$ cat src/rtl/core/tsg_pkg.sv
// Shared types, constants and helpers for the test signal generator core.
// No dependencies.
package tsg_pkg;

	localparam int SAMPLE_BITS     = 24;
	localparam int FRAC            = SAMPLE_BITS - 1;
	localparam int CHANNELS        = 8;
	localparam int CH_W            = 3;
	localparam int PINK_ROWS       = 16;
	localparam int PINK_SHIFT      = 5;              // log2(2 * PINK_ROWS)
	localparam int ROW_W           = $clog2(PINK_ROWS);
	localparam int TOTAL_W         = SAMPLE_BITS + ROW_W;
	localparam int SINE_TABLE_BITS = 10;
	localparam int QB              = SINE_TABLE_BITS - 2;
	localparam int CFG_W           = 32;
	localparam int IDX_W           = 3;
	localparam int GAIN_W          = 20;

	localparam logic [31:0] LCG_A = 32'd1664525;
	localparam logic [31:0] LCG_C = 32'd1013904223;
	localparam logic [31:0] SEED_RESET = 32'h9E3779B9;
	localparam logic [31:0] BROWN_STEP = 32'd1311;

	localparam logic [63:0] SIN_A32 = 64'd6746518852;
	localparam logic [63:0] SIN_B32 = 64'd2755619465;
	localparam logic [63:0] SIN_C32 = 64'd304067908;
	localparam logic [SAMPLE_BITS-1:0] SIN_A = SAMPLE_BITS'(SIN_A32 >> (32 - FRAC));
	localparam logic [SAMPLE_BITS-1:0] SIN_B = SAMPLE_BITS'(SIN_B32 >> (32 - FRAC));
	localparam logic [SAMPLE_BITS-1:0] SIN_C = SAMPLE_BITS'(SIN_C32 >> (32 - FRAC));

	localparam logic signed [SAMPLE_BITS-1:0] SMAX = {1'b0, {(SAMPLE_BITS-1){1'b1}}};
	localparam logic signed [SAMPLE_BITS-1:0] SMIN = {1'b1, {(SAMPLE_BITS-1){1'b0}}};

	typedef enum logic [IDX_W-1:0] {
		REG_WAVEFORM = 3'd0,
		REG_MIX_MODE = 3'd1,
		REG_GAIN     = 3'd2,
		REG_BASE_INC = 3'd3,
		REG_FACTOR   = 3'd4,
		REG_SAMPLES  = 3'd5,
		REG_MASK     = 3'd6,
		REG_SEED     = 3'd7
	} reg_idx_t;

	typedef enum logic [2:0] {
		WF_OFF   = 3'd0,
		WF_SINE  = 3'd1,
		WF_SWEEP = 3'd2,
		WF_WHITE = 3'd3,
		WF_PINK  = 3'd4,
		WF_BROWN = 3'd5
	} waveform_t;

	typedef enum logic [3:0] {
		S_IDLE,
		S_LCG,
		S_NOISE,
		S_PINK,
		S_BROWN_M,
		S_BROWN,
		S_SIN_X2,
		S_SIN_C,
		S_SIN_T,
		S_SIN_Y,
		S_SIN_END,
		S_SWEEP,
		S_SWEEP2,
		S_GAIN,
		S_GAIN2,
		S_MIX
	} state_t;

	typedef struct packed {
		logic [2:0]             waveform;
		logic                   mix_mode;
		logic [GAIN_W-1:0]      gain;
		logic [31:0]            base_inc;
		logic [31:0]            factor;
		logic [23:0]            samples;
		logic [CHANNELS-1:0]    mask;
		logic [31:0]            seed;
	} cfg_t;

	typedef struct packed {
		logic ld_base;
		logic ld_seed;
	} cfg_evt_t;

	// Saturate a one-bit-grown sum back to sample width.
	function automatic logic signed [SAMPLE_BITS-1:0] sat1(
		input logic signed [SAMPLE_BITS:0] v);
		if (v > $signed({SMAX[SAMPLE_BITS-1], SMAX}))
			return SMAX;
		else if (v < $signed({SMIN[SAMPLE_BITS-1], SMIN}))
			return SMIN;
		else
			return v[SAMPLE_BITS-1:0];
	endfunction

endpackage

$ cat src/rtl/core/tsg_cfg.sv
// Configuration register file of the test signal generator core.
// Depends on tsg_pkg for the register indexes and the cfg_t / cfg_evt_t structs.
module tsg_cfg (
	input  logic                        clk,
	input  logic                        arst_n,
	input  logic                        cfg_we,
	input  logic [tsg_pkg::IDX_W-1:0]   cfg_index,
	input  logic [tsg_pkg::CFG_W-1:0]   cfg_data,
	output tsg_pkg::cfg_t               cfg,
	output tsg_pkg::cfg_evt_t           evt
);

	tsg_pkg::cfg_t cfg_q;

	always_ff @(posedge clk or negedge arst_n) begin
		if (!arst_n) begin
			cfg_q.waveform <= tsg_pkg::WF_OFF;
			cfg_q.mix_mode <= 1'b0;
			cfg_q.gain     <= 20'd65536;
			cfg_q.base_inc <= 32'd0;
			cfg_q.factor   <= 32'd1073741824;
			cfg_q.samples  <= 24'd48000;
			cfg_q.mask     <= '0;
			cfg_q.seed     <= tsg_pkg::SEED_RESET;
		end else if (cfg_we) begin
			unique case (tsg_pkg::reg_idx_t'(cfg_index))
				tsg_pkg::REG_WAVEFORM: cfg_q.waveform <= cfg_data[2:0];
				tsg_pkg::REG_MIX_MODE: cfg_q.mix_mode <= cfg_data[0];
				tsg_pkg::REG_GAIN:     cfg_q.gain     <= cfg_data[tsg_pkg::GAIN_W-1:0];
				tsg_pkg::REG_BASE_INC: cfg_q.base_inc <= cfg_data;
				tsg_pkg::REG_FACTOR:   cfg_q.factor   <= cfg_data;
				tsg_pkg::REG_SAMPLES:  cfg_q.samples  <= cfg_data[23:0];
				tsg_pkg::REG_MASK:     cfg_q.mask     <= cfg_data[tsg_pkg::CHANNELS-1:0];
				tsg_pkg::REG_SEED:     cfg_q.seed     <= cfg_data;
				default: ;
			endcase
		end
	end

	assign cfg = cfg_q;
	assign evt.ld_base = cfg_we && (tsg_pkg::reg_idx_t'(cfg_index) == tsg_pkg::REG_BASE_INC);
	assign evt.ld_seed = cfg_we && (tsg_pkg::reg_idx_t'(cfg_index) == tsg_pkg::REG_SEED);

endmodule

$ cat config.mk
export PLATFORM = sky130hd
export DESIGN_NAME = tsg_cfg
export DESIGN_NICKNAME = d
export VERILOG_FILES = /design/src/rtl/core/tsg_pkg.sv /design/src/rtl/core/tsg_cfg.sv
export SDC_FILE = /design/constraint.sdc
export NUM_CORES = 1
export LEC_CHECK = 0
export BUFFER_PORTS_ARGS = -buffer_cell sky130_fd_sc_hd__buf_2
export CAP_MARGIN = 20
export CORE_MARGIN = 4
export CORE_UTILIZATION = 50
export CTS_BUF_LIST = sky130_fd_sc_hd__clkbuf_4
export CTS_CLUSTER_DIAMETER = 150
export DETAILED_ROUTE_END_ITERATION = 6
export PLACE_DENSITY = 0.82
export SLEW_MARGIN = 20
export SYNTH_ARGS = -nofsm -noshare
export SYNTH_HDL_FRONTEND = slang
export SYNTH_SLANG_ARGS = --single-unit
export TNS_END_PERCENT = 10
$ cat constraint.sdc
create_clock -name clk -period 0.9 [get_ports clk]
set_input_delay 0 -clock clk [delete_from_list [all_inputs] [get_ports clk]]
set_output_delay 0 -clock clk [all_outputs]
set_load 0.005 [all_outputs]
* Yosys cells after proc, flatten, opt, wreduce, memory -nomap -nowiden
Cells that the tools add are included.
** Word-level totals
- Output and inout port bits :: 154
- Logic and storage cells :: 26
- Bits of input ports :: 38
- Register bits :: 152
** Operators by class
- Eq/ne operators :: 7
- Reduce and logical (&&, ||, !) cells :: 11
** Operators with widths (number)
- 2-bit AND reduction :: 8
- 3-bit equality test (second input constant) :: 4
- 3-bit by 2-bit equality test with 1-bit output (second input constant) :: 2
- 3-bit by 1-bit equality test with 1-bit output (second input constant) :: 1
- 3-bit zero test :: 1
- 1-bit logical AND :: 2

* Longest topological paths before layout
- Depth after elaboration :: 2
- Gate-level depth with buffers :: 5
- Mapped depth without buffers :: 2

* Worst setup path before layout
OpenSTA, ideal clock, no wires.
- Path kind :: input to register
- Start :: in cfg_index[1] (netlist bit)
- End :: reg cfg_q, in the netlist cfg[65]
- Cell stages on the path :: 5
- Arrival :: 1043 ps
- Buffers on the path :: 3
- Setup slack :: -269 ps
- Setup time :: 125 ps
- Data required time :: 775 ps
- Cell sequence :: buf_4 nor4bb_1 buf_4 buf_12 mux2_4
** On the way
- Cells in the longest elaborated chain, start to end :: 2
** RTL lines
- start: declaration :: line tsg_cfg.sv:7 : input logic [tsg_pkg::IDX_W-1:0] cfg_index,
- 3-bit equality test :: line tsg_cfg.sv:26 : unique case (tsg_pkg::reg_idx_t'(cfg_index))
- 2-bit AND reduction (no source line)
- end: declaration :: line tsg_cfg.sv:13 : tsg_pkg::cfg_t cfg_q;
No other way between the ends.
A chain may end at the register's enable or synchronous reset.

* Worst setup path after layout
- Start :: reg cfg_q, in the netlist cfg[21]
- End :: out cfg[21] (netlist bit)
** RTL lines
- end: declaration :: line tsg_cfg.sv:9 : output tsg_pkg::cfg_t cfg,
No word-level cell between the ends.

==> impl_metrics.ini <==
[yosys]
syn_nets = 370
syn_area_per_cell_um2 = 17.90
synthDistinctLibCells = 16
yosys_warnings = 0
synthCells = 332
yosysSeqAreaShare = 0.6462
syn_area_mm2 = 0.005942
ys_ff_latch = 152

[layout]
drive_gt1_frac = 0.7217
insertedDiodeCount = 0
largest_register_ffs = 152
multi_input_area_mm2 = 0.001964
nNetsFinal = 625
syn_to_final_growth_pct = 34.89
utilization = 0.6960
fillCellCount = 746
ff_latch_area_mm2 = 0.003840

[route]
drt-total-wl_mm = 14.09
antenna_left = 0
drtIter0Drc = 261
routed.top_layer = met4
wl_met1_mm = 5.980
vias = 3800
routedWlPerCell_um = 18.97
wl_met2_mm = 6.825
drcViolationCount = 0
dr.pass1.iters = 4
vias_per_cell = 5.114
wl_met3_mm = 1.070

[run_status]
run_status = complete, but fails checks
violations = negative hold slack, negative setup slack

[clock_tree]
clk_latency_ns = 0.53
numCtsBuffers = 17
path_clk_slew_ns = 0.12
cts_tree = built
cts_buffer_depth = 2
htreeDepth = 4
root_buffer = clkbuf_4
cts.sinks = 152
cts_hold_buf = 33

[global_routing]
grt_pass1_vias = 4138
track_usage = 0.2119
antenna_found_initial = 0
grt_first_pass_wirelength_mm = 21.84
grt.overflow.total = 0
grt_max_degree = 37

[timing]
setup_ws_ns = -0.2992
worst_pin_slew_ns = 0.2993
finClkSkew_ns = 0
finalCritPeriodShare = 1.332
hold_viol_final = 15
whs_ns = -0.09451
clock.fmax_ghz = 0.8339
finalMaxSlewViolations = 0
finalCriticalPeriod_ns = 1.199
finalSetupViolCount = 153
rsz0062_at_grt = true
slew_headroom = 0.8005
finalSetupTns_ns = -27.23

[setup_path]
arrival_ns = 1.20
path_max_fanout = 2
path_delay_family = flip-flops
crit_required_ns = 0.90
r2r_end = cfg[144]
slowest_stage = dfstp_2
cp-end-kind = output pin
crit_type = reg2out
reg2reg_depth = 3
r2r_setup_slack_ns = -0.05
startpoint_type = flop
worst-path-buf-inv = 1
worstPathCellList = buf_6
r2r_start = cfg[144]
max_stage_delay_ns = 0.58

[power]
powerDensity_mw_per_mm2 = 2216
p_leak_nw = 3.909
max-vdd-ir-drop_uv = 1442

[placed_design]
dp_hpwl_mm = 9.667
io_buffers = 191
gp_congestion = 0.7385

[floorplan]
die_y_um = 117.0
die_x_um = 117.0
core.rowCount = 39
initial_core_util = 0.5160
core_area_mm2 = 0.01152
dieArea_mm2 = 0.01369
io_pins = 192

[worst_hold_path]
hold_path_class = in2async

[flow_run]
cap_violations = 0
[worst max-delay path by stage]
stage,endpoint,depth (start not counted),startpoint
3_5_place_dp,cfg[64],4,cfg_index[0]
5_1_grt,cfg[25],1,cfg[25]
2_1_floorplan,cfg[65],5,cfg_index[0]
6_report,cfg[21],1,cfg[21]
4_1_cts,cfg[51],1,cfg[51]
3_3_place_gp,cfg[95],4,cfg_index[0]
[metal layers]
layer  vias up  GRT usage
met4         0    0.07339
met1      1946     0.2625
met3        23    0.06992
met5         -          0
met2       149     0.3508
li1       1682          -
[cells by family after synthesis]
family                 synth area share
buffers and inverters           0.02716
muxes                            0.3070
DFF                              0.6462
and+or+nand+nor                 0.01958
[synth_stat cells (all sizes together)]
library cell | instances | share of area
mux2 | 152 | 0.31
dfrtp | 123 | 0.52
dfstp | 29 | 0.13
buf | 18 | 0.026
nand4b | 3 | 0.0095
inv | 2 | 0.0013
nor4bb | 2 | 0.0034
and4bb | 1 | 0.0021
nand4 | 1 | 0.0021
nor4b | 1 | 0.0025
[cell type report]
| class | count | area share |
|---|---|---|
| flip-flops and latches | 152 | 0.4791 |
| inverters | 2 | 0.0009366 |
| multi-input cells | 160 | 0.2451 |
| repair buffers | 254 | 0.2192 |
| well taps | 143 | 0.02232 |
| clock inverters | 11 | 0.01374 |
| clock buffers | 21 | 0.01967 |
[power by group]
part	internal (W)	switching, W	leakage [nW]
Combinational	0.00273	0.00162	1.97
Sequential	0.00854	0.000878	1.78
Clock	0.00174	0.00226	0.154
Total	0.0130	0.00475	3.91
[through the flow]
step | worst slack, ns | area, um^2 | power [W] | std cells
after floorplan | -0.2331 | 5961 | 0.01115 | 332
after global placement | -0.3541 | 7277 | 0.01330 | 674
after detailed placement | -0.3866 | 7277 | 0.01353 | 674
after CTS | -0.3638 | 7919 | 0.01775 | 741
after global routing | -0.3996 | 8015 | 0.01880 | 743
final | -0.2992 | 8015 | 0.01776 | 743
[cell usage in the layout, fill, tap and decap left out, types with 2 or more instances in the layout]
cell type	instances
nand4b_4	2
buf_6	18
dlygate4sd3_1	33
inv_1	2
bufinv_16	2
clkinv_2	6
mux2_2	116
mux2_1	6
buf_12	11
dfrtp_1	123
mux2_4	30
clkbuf_4	21
dfstp_2	29
buf_2	175
buf_4	17
[repair_timing]
action | CTS | global route
cloned | 0 | 0
resized for setup | 5 | 13
hold endpoints to repair | 304 | 15
buffers inserted | 2 | 2
setup endpoints to repair | 153 | 154
pin swaps | 0 | 0
(Power assumes the default switching activity.)
